File: src/sv/pch_pkg.sv
// pch_pkg: shared constants, result codes and structs for the pc histogram counter
// no dependencies; imported by pch_ctrl, the top level and the checker

package pch_pkg;

	// table geometry
	localparam int INDEX_BITS = 11;
	localparam int TABLE_SIZE = 1 << INDEX_BITS;
	localparam int MAX_PROBES = 8;
	localparam int PROBE_W    = $clog2(MAX_PROBES + 1);

	// field widths
	localparam int KEY_W    = 32;
	localparam int COUNT_W  = 16;
	localparam int STATUS_W = 3;
	localparam int SLOT_W   = 11;
	localparam int ENTRY_W  = KEY_W + COUNT_W;

	// arithmetic constants
	localparam logic [KEY_W-1:0]   HASH_MULT        = 32'd2654435761;
	localparam logic [COUNT_W-1:0] COUNT_MAX        = 16'hFFFF;
	localparam logic [KEY_W-1:0]   CODE_FLOOR_RESET = 32'h1000_0000;

	// result codes
	typedef enum logic [STATUS_W-1:0] {
		ST_NOT_CODE = 3'd0,
		ST_HIT      = 3'd1,
		ST_HIT_SAT  = 3'd2,
		ST_NEW      = 3'd3,
		ST_FULL     = 3'd4
	} status_t;

	// one finished result from the probe controller
	typedef struct packed {
		status_t                 status;
		logic [INDEX_BITS-1:0]   slot;
		logic [COUNT_W-1:0]      count;
	} result_t;

	// table memory request from the probe controller
	typedef struct packed {
		logic                  wr_en;
		logic [INDEX_BITS-1:0] wr_addr;
		logic [ENTRY_W-1:0]    wr_data;
		logic                  rd_en;
		logic [INDEX_BITS-1:0] rd_addr;
	} ram_req_t;

endpackage

File: src/sv/pch_ctrl.sv
// pch_ctrl: clearing sweep, hash and linear probe sequencer over the slot table
// depends on pch_pkg; drives the table memory through a ram_req_t struct

module pch_ctrl (
	input  logic                     clk,
	input  logic                     arst_n,
	input  logic                     in_valid,
	output logic                     in_ready,
	input  logic [pch_pkg::KEY_W-1:0] sample_pc,
	input  logic [pch_pkg::KEY_W-1:0] min_code_addr,
	output logic                     res_valid,
	input  logic                     res_ready,
	output pch_pkg::result_t         res,
	output pch_pkg::ram_req_t        ram_req,
	input  logic [pch_pkg::ENTRY_W-1:0] rd_data
);

	import pch_pkg::*;

	typedef enum logic [2:0] {
		S_CLEAR,
		S_IDLE,
		S_HASH,
		S_PROBE,
		S_FINISH
	} state_t;

	state_t                state_q;
	logic [INDEX_BITS-1:0] clr_q;
	logic [KEY_W-1:0]      key_q;
	logic [INDEX_BITS-1:0] ptr_q;
	logic [PROBE_W-1:0]    issue_q;
	logic                  chk_s1;
	logic                  last_s1;
	logic [INDEX_BITS-1:0] addr_s1;
	result_t               res_q;

	logic [KEY_W-1:0]      prod;
	logic [INDEX_BITS-1:0] home;
	logic [KEY_W-1:0]      rd_key;
	logic [COUNT_W-1:0]    rd_cnt;
	logic                  issue;
	logic                  hit_free;
	logic                  hit_match;

	// multiplicative hash, low word kept, top index bits give the home slot
	assign prod = key_q * HASH_MULT;
	assign home = prod[KEY_W-1 -: INDEX_BITS];

	// returning slot entry and probe decisions
	assign rd_key    = rd_data[ENTRY_W-1 -: KEY_W];
	assign rd_cnt    = rd_data[COUNT_W-1:0];
	assign issue     = (state_q == S_PROBE) && (issue_q != PROBE_W'(MAX_PROBES));
	assign hit_free  = chk_s1 && (rd_cnt == '0);
	assign hit_match = chk_s1 && (rd_cnt != '0) && (rd_key == key_q);

	assign in_ready  = (state_q == S_IDLE);
	assign res_valid = (state_q == S_FINISH);
	assign res       = res_q;

	// table memory requests: clearing writes, probe reads, update write-back
	always_comb begin
		ram_req = '0;
		unique case (state_q)
			S_CLEAR: begin
				ram_req.wr_en   = 1'b1;
				ram_req.wr_addr = clr_q;
			end
			S_PROBE: begin
				ram_req.rd_en   = issue;
				ram_req.rd_addr = ptr_q;
				ram_req.wr_addr = addr_s1;
				if (hit_free) begin
					ram_req.wr_en   = 1'b1;
					ram_req.wr_data = {key_q, COUNT_W'(1)};
				end else if (hit_match && (rd_cnt != COUNT_MAX)) begin
					ram_req.wr_en   = 1'b1;
					ram_req.wr_data = {key_q, rd_cnt + COUNT_W'(1)};
				end
			end
			S_IDLE, S_HASH, S_FINISH: begin
			end
			default: begin
			end
		endcase
	end

	// sequencer
	always_ff @(posedge clk or negedge arst_n) begin
		if (!arst_n) begin
			state_q <= S_CLEAR;
			clr_q   <= '0;
			key_q   <= '0;
			ptr_q   <= '0;
			issue_q <= '0;
			chk_s1  <= 1'b0;
			last_s1 <= 1'b0;
			addr_s1 <= '0;
			res_q   <= '0;
		end else begin
			unique case (state_q)
				S_CLEAR: begin
					clr_q <= clr_q + INDEX_BITS'(1);
					if (clr_q == '1) begin
						state_q <= S_IDLE;
					end
				end
				S_IDLE: begin
					if (in_valid) begin
						key_q   <= {sample_pc[KEY_W-1:1], 1'b0};
						state_q <= S_HASH;
					end
				end
				S_HASH: begin
					chk_s1  <= 1'b0;
					issue_q <= '0;
					ptr_q   <= home;
					if (key_q < min_code_addr) begin
						res_q   <= '{status: ST_NOT_CODE, slot: '0, count: '0};
						state_q <= S_FINISH;
					end else begin
						state_q <= S_PROBE;
					end
				end
				S_PROBE: begin
					// one read issued per cycle, its entry checked the next cycle
					chk_s1  <= issue;
					addr_s1 <= ptr_q;
					last_s1 <= (issue_q == PROBE_W'(MAX_PROBES - 1));
					if (issue) begin
						ptr_q   <= ptr_q + INDEX_BITS'(1);
						issue_q <= issue_q + PROBE_W'(1);
					end
					priority if (hit_free) begin
						res_q   <= '{status: ST_NEW, slot: addr_s1, count: COUNT_W'(1)};
						state_q <= S_FINISH;
					end else if (hit_match) begin
						if (rd_cnt == COUNT_MAX) begin
							res_q <= '{status: ST_HIT_SAT, slot: addr_s1, count: rd_cnt};
						end else begin
							res_q <= '{status: ST_HIT, slot: addr_s1,
								count: rd_cnt + COUNT_W'(1)};
						end
						state_q <= S_FINISH;
					end else if (chk_s1 && last_s1) begin
						res_q   <= '{status: ST_FULL, slot: '0, count: '0};
						state_q <= S_FINISH;
					end
				end
				S_FINISH: begin
					if (res_ready) begin
						state_q <= S_IDLE;
					end
				end
				default: begin
					state_q <= S_IDLE;
				end
			endcase
		end
	end

endmodule

File: config.mk
export PLATFORM = sky130hd
export DESIGN_NAME = pch_ctrl
export DESIGN_NICKNAME = d
export VERILOG_FILES = /design/src/sv/pch_pkg.sv /design/src/sv/pch_ctrl.sv
export SDC_FILE = /design/constraint.sdc
export NUM_CORES = 1
export LEC_CHECK = 0
export BUFFER_PORTS_ARGS = -buffer_cell sky130_fd_sc_hd__buf_2
export CAP_MARGIN = 20
export CORE_MARGIN = 5
export CORE_UTILIZATION = 41
export CTS_BUF_LIST = sky130_fd_sc_hd__clkbuf_2
export DETAILED_ROUTE_END_ITERATION = 12
export GPL_TIMING_DRIVEN = 0
export PLACE_DENSITY = 0.72
export SLEW_MARGIN = 40
export SYNTH_ARGS = -nofsm -noshare
export SYNTH_HDL_FRONTEND = slang
export SYNTH_SLANG_ARGS = --single-unit
File: constraint.sdc
create_clock -name clk -period 8.7 [get_ports clk]
set_input_delay 1.74 -clock clk [delete_from_list [all_inputs] [get_ports clk]]
set_output_delay 1.74 -clock clk [all_outputs]
set_load 0.02 [all_outputs]
=== After elaboration in Yosys (flattened, before gate mapping) ===
Cells that the tools add are included.
Widths: inputs -> output; s select.

* Register bits after elaboration: 103
* Input bits: 116
* Output and inout bits: 104
* Word-level logic and storage cells: 72

* $add $sub $neg: 4
* $mul: 1
* Magnitude comparators: 1
* Equal/unequal tests: 16
* Multiplexer cells: 25
* Reduce and logical (&&, ||, !) cells: 14

{| class="wikitable"
|+ Operator list
! operator !! count
|-
| $mux 30 || 4
|-
| $mux 48 || 2
|-
| $mux 60 || 1
|-
| $pmux 30 s2 || 1
|-
| $eq 32x32->1 || 1
|-
| $lt 32x32->1 || 1
|-
| $mul 31x32->31 const B || 1
|-
| $mux 29 || 1
|-
| $pmux 12 s2 || 1
|-
| $add 11x1->11 const B || 2
|-
| $pmux 11 s2 || 1
|-
| $mux 3 || 7
|-
| $add 16x1->16 const B || 1
|-
| $eq 16x16->1 const B || 1
|-
| $logic_not 16->1 || 1
|-
| $ne 16x16->1 const B || 1
|-
| $reduce_bool 16->1 || 1
|-
| $pmux 3 s5 || 1
|-
| $eq 11x11->1 const B || 1
|-
| $mux 11 || 1
|-
| $ne 2x2->1 const B || 4
|-
| $pmux 4 s2 || 1
|-
| $eq 3x2->1 const B || 2
|-
| $logic_and 1x1->1 || 6
|-
| 15 further kinds || 17
|}

=== Depth between registers and ports, before layout ===
* Depth after elaboration: 7
* Gate-level depth with buffers: 25
* Gate-level depth less buffers: 25

=== Worst setup path after synthesis ===
No wires, ideal clock.

* Path kind: register to register
* Start: reg key_q[8]
* End: reg ptr_q[8]
* Setup time: 0.126 ns
* Arrival time: 6.553 ns
* Data required time: 8.574 ns
* Setup slack: 2.021 ns
* Stages on the path, launching flop included: 24
* Buffers on the path: 0
* Period minus slack after synthesis: 6.679 ns
* Path through: dfrtp_1 > inv_1 > fa_1 > inv_1 > fa_1 > fa_1 > inv_1 > fa_1 > inv_1 > fa_1 > fa_1 > fa_1 > inv_1 > fa_1 > inv_1 > ha_1 > a21o_1 > a21o_1 > a21o_1 > nand3_1 > nand3_1 > a21o_1 > xor2_1 > a221o_1

* Cells in the longest elaborated chain, start to end: 2

{| class="wikitable"
|+ RTL lines
! what !! line !! RTL
|-
| start, declared || pch_ctrl.sv:30 || <nowiki>logic [KEY_W-1:0] key_q;</nowiki>
|-
| start signal, assigned || pch_ctrl.sv:110 || <nowiki>key_q <= {sample_pc[KEY_W-1:1], 1'b0};</nowiki>
|-
| $mul 31x32->31 || pch_ctrl.sv:47 || <nowiki>assign prod = key_q * HASH_MULT;</nowiki>
|-
| $pmux 11 s2 || pch_ctrl.sv:101 || <nowiki>unique case (state_q)</nowiki>
|-
| end signal, assigned || pch_ctrl.sv:117 || <nowiki>ptr_q <= home;</nowiki>
|-
| end signal, assigned || pch_ctrl.sv:131 || <nowiki>ptr_q <= ptr_q + INDEX_BITS'(1);</nowiki>
|-
| end, declared || pch_ctrl.sv:31 || <nowiki>logic [INDEX_BITS-1:0] ptr_q;</nowiki>
|}

No other way between the ends.
A chain may end at the register's enable or synchronous reset.

=== Final worst setup path ===
* Start: reg key_q[12]
* End: reg ptr_q[8]

The elaborated chain is that of the path after synthesis.

==> metrics list <==
* FILL cells: 3075
- Layout area overhead: 13.4%
- For this run the aggregate overflow at the end of global routing stands at 0.
* Unrepaired setup endpoints after global routing: no
* Hold buffer count at CTS: 0
* Syn Std Cell Area: 13500 um2
- The floorplan step set the die height to 191 um.
- Number of placed I/O pins: 220
- The floorplan step defined a die boundary enclosing 36600 um2.
- Number of gates resized after cts: 0
- Library cell used as clock root buffer: sky130_fd_sc_hd__clkbuf_2
- Vias after detailed routing: 10800
* Register bit count reported by yosys: 103
- Aggregate routed wire length: 41500 um
- The worst setup path is of the reg2reg kind.
* GPL Wtd Cong: 0.958
- The final count of hold timing violations is 0.
- For the pin with the worst max-slew slack, the measured transition is 0.821 ns.
- Number of library cell types mapped by synthesis: 65
- Proportion of synthesized flip-flops having asynchronous set or reset: 1.00
- Worst hold path type: reg2reg
- Via count of the first global-routing pass: 11600
- Among all flip-flop cells after synthesis, the most frequent one is sky130_fd_sc_hd__dfrtp_1.
* Share of post-route cells with drive strength above 1: 0.168
- Routed length per instance: 20.1 um
* End of the critical path: ptr_q[8]$_DFFE_PN0P_
- Setup slack on the worst reg-to-reg path comes out at 1.24 ns.
- For this run, the detailed router's first-pass iteration total came to 7.
- The floorplan has 66 rows.
- DRC violations left: 0
- Slew headroom: 0.453
* Nets: 2101
- In this run the critical register-to-register path is launched from key_q[12]$_DFFE_PN0P_.
- Number of buffers inserted by port buffering: 217
- The tool flagged a number of max-cap violations equal to 0.
* Critical Path Source Type: flip-flop
- Critical path fanouts, max: 7
- Result of the run: finished, final reports clean
- For the worst setup path, the data arrival time is 8.06 ns.
- The detailed router finished its first iteration with 763 violations.
- Data on the critical path is required at its endpoint by 9.30 ns.
- Final hold analysis gives a worst-case slack of 0.515 ns.
- Count of pins over their slew limit: 0
- For this run, the top clock speed supported by timing is 134 MHz.
- Post-route ant nets: 0
- The worst path in the final design needs a cycle of 7.46 ns, including I/O delays and setup.
- Clock tree from TritonCTS: built
* Total area of multi-input combinational cells: 9580 um2
- Die width: 191 um
* Final standard cell count with taps included and fillers excluded: 2064
* All-Layer GR Usage: 0.230
- For the worst flop-to-flop path, the logic depth is 25.
- Inserted Clock Buffers: 9
- After detailed placement, the design holds a cell count of 2047.
- Clock skew on the completed layout was measured at 0.0252 ns.
- Portion of the clock cycle consumed by the worst path in the final layout: 0.858
* Antenna violations before repair: 2
* Final sum of negative setup slack: 0 ns
- After floorplanning, the core was sized to cover 32500 um2.
* Final-report setup violation count: 0
- Post-CTS setup buffer count: 0
- The startpoint identified for the worst hold timing path is clr_q[7]$_DFFE_PN0N_.
* Critical path capture point type: flip-flop
- In this run the critical register-to-register path is captured at ptr_q[8]$_DFFE_PN0P_.
* Clock transition at the registers of the reported paths: 0.33 ns
* Startpoint of the most critical setup path: key_q[12]$_DFFE_PN0P_
- The clock tree synthesis step divided the H-tree into 3 levels.
* Number of warning messages in the yosys log: 0
* Initial Util: 0.415
- Detail Placement HPWL: 35600 um
- Number of buffers on the longest clock path: 2
- Footprint of the flip-flops and latches: 2580 um2
- Wire length of the first global-routing pass: 65000 um
- Clock sink count: 103
- The synthesized design contains 0 enable-type register cells.
- Source-to-sink clock delay at the later pin of the worst-skew pair: 0.65 ns
* Vias per Instance: 5.24
* Nets in the synthesized netlist: 1872
- Most used cells in the layout excluding fill and tap cells: sky130_fd_sc_hd__inv_1, sky130_fd_sc_hd__buf_2, sky130_fd_sc_hd__ha_1
- Most common library cell in the layout ignoring fill and taps: sky130_fd_sc_hd__inv_1
- Largest net degree at the start of global routing: 74
* Mapped Avg Cell Area: 9.71 um2
- Register area share after synthesis: 0.191
- Number of cells produced by synthesis: 1387
-- registers in the layout, indices dropped and copies added (netlist names) --
name     count
addr_s1     11
chk_s1       1
clr_q       11
issue_q      4
key_q       31
last_s1      1
ptr_q       11
res         30
state_q      3
-- worst min-delay path by stage --
stage	endpoint	depth (start not counted)
after floorplan	last_s1$_DFFE_PN0P_	2
after global placement	res[2]$_DFFE_PN0P_	1
after detailed placement	res[5]$_DFFE_PN0P_	1
after CTS	clr_q[7]$_DFFE_PN0N_	1
after global routing	res[7]$_DFFE_PN0P_	1
final	clr_q[7]$_DFFE_PN0N_	1
-- metal layers --
| metal | part of all wire | vias to the layer above | GRT usage |
|---|---|---|---|
| met2 | 0.47 | 454 | 0.390 |
| met4 | 0.031 | 0 | 0.0743 |
| met3 | 0.092 | 83 | 0.0520 |
| met5 | 0 | - | 0 |
| met1 | 0.40 | 5338 | 0.293 |
| li1 | - | 4940 | - |
-- cell usage after synthesis (all sizes together) (3+ instances only) --
| cell | count | area (um2) |
|---|---|---|
| nand2 | 71 | 267 |
| nor4b | 3 | 26.3 |
| o21ai | 48 | 244 |
| nor4 | 12 | 90.1 |
| and4 | 3 | 26.3 |
| a21oi | 38 | 194 |
| buf | 6 | 38.8 |
| clkbuf | 23 | 86.3 |
| o22ai | 4 | 25.0 |
| nor2b | 6 | 37.5 |
| nand3 | 19 | 95.1 |
| or2 | 3 | 18.8 |
| fa | 168 | 3360 |
| a211oi | 6 | 45.0 |
| xor2 | 47 | 412 |
| and2 | 19 | 120 |
| nor2 | 44 | 168 |
| and3 | 21 | 131 |
| a211o | 6 | 52.6 |
| a22o | 21 | 184 |
| xnor2 | 52 | 455 |
| nor3 | 22 | 110 |
| a21o | 35 | 263 |
| inv | 321 | 1200 |
| dfrtp | 103 | 2580 |
| nand4 | 19 | 125 |
| nand2b | 8 | 50.1 |
| o2bb2ai | 6 | 52.6 |
| ha | 201 | 2510 |
| o21a | 5 | 37.5 |
| mux2 | 16 | 180 |
-- layout make-up --
| type | instances | area share |
|---|---|---|
| Buffer | 29 | 0.00819 |
| Sequential cell | 103 | 0.169 |
| Clock buffer | 9 | 0.00295 |
| Tap cell | 442 | 0.0362 |
| Inverter | 321 | 0.0789 |
| Timing Repair Buffer | 218 | 0.0736 |
| Clock inverter | 7 | 0.00442 |
| Multi-Input combinational cell | 934 | 0.627 |
| Antenna cell | 1 | 0.000164 |
-- logic make-up after synthesis --
logic type | Yosys count | synth area share
muxes | 18 | 0.0149
and+or+nand+nor | 257 | 0.0977
buffers and inverters | 350 | 0.0987
adders and majority gates | 369 | 0.436
other | 1 | 0.000278
xor gates and xnor gates | 99 | 0.0644
DFF | 103 | 0.191
AOI/OAI and AO/OA | 190 | 0.0965
-- worst max-delay path: stages, from the launching register on --
cell	delay (ns)
sky130_fd_sc_hd__dfrtp_1	0.72
sky130_fd_sc_hd__inv_1	0.22
sky130_fd_sc_hd__ha_1	0.34
sky130_fd_sc_hd__inv_1	0.16
sky130_fd_sc_hd__fa_1	0.49
sky130_fd_sc_hd__fa_1	0.52
sky130_fd_sc_hd__inv_1	0.06
sky130_fd_sc_hd__fa_1	0.50
sky130_fd_sc_hd__inv_1	0.05
sky130_fd_sc_hd__fa_1	0.49
sky130_fd_sc_hd__inv_1	0.05
sky130_fd_sc_hd__fa_1	0.53
sky130_fd_sc_hd__inv_1	0.08
sky130_fd_sc_hd__fa_1	0.54
sky130_fd_sc_hd__inv_1	0.05
sky130_fd_sc_hd__fa_1	0.50
sky130_fd_sc_hd__inv_1	0.04
sky130_fd_sc_hd__ha_1	0.29
sky130_fd_sc_hd__and4_1	0.19
sky130_fd_sc_hd__a21oi_1	0.16
sky130_fd_sc_hd__o221ai_1	0.28
sky130_fd_sc_hd__o31ai_1	0.29
sky130_fd_sc_hd__nand3_1	0.19
sky130_fd_sc_hd__a21o_1	0.24
sky130_fd_sc_hd__xor2_1	0.14
sky130_fd_sc_hd__a221o_1	0.29
-- per-stage QoR --
| step | utilization | worst slack, ns | area (um2) |
|---|---|---|---|
| final | 0.471 | 1.24 | 15300 |
| after CTS | 0.470 | 1.16 | 15300 |
| after global placement | 0.466 | 1.21 | 15100 |
| after detailed placement | 0.467 | 1.23 | 15200 |
| after global routing | 0.471 | 0.838 | 15300 |
| after floorplan | - | 2.02 | 13500 |
Power is not shown: default switching activity piles up to over one toggle a cycle in this logic, so the estimate is an artifact.
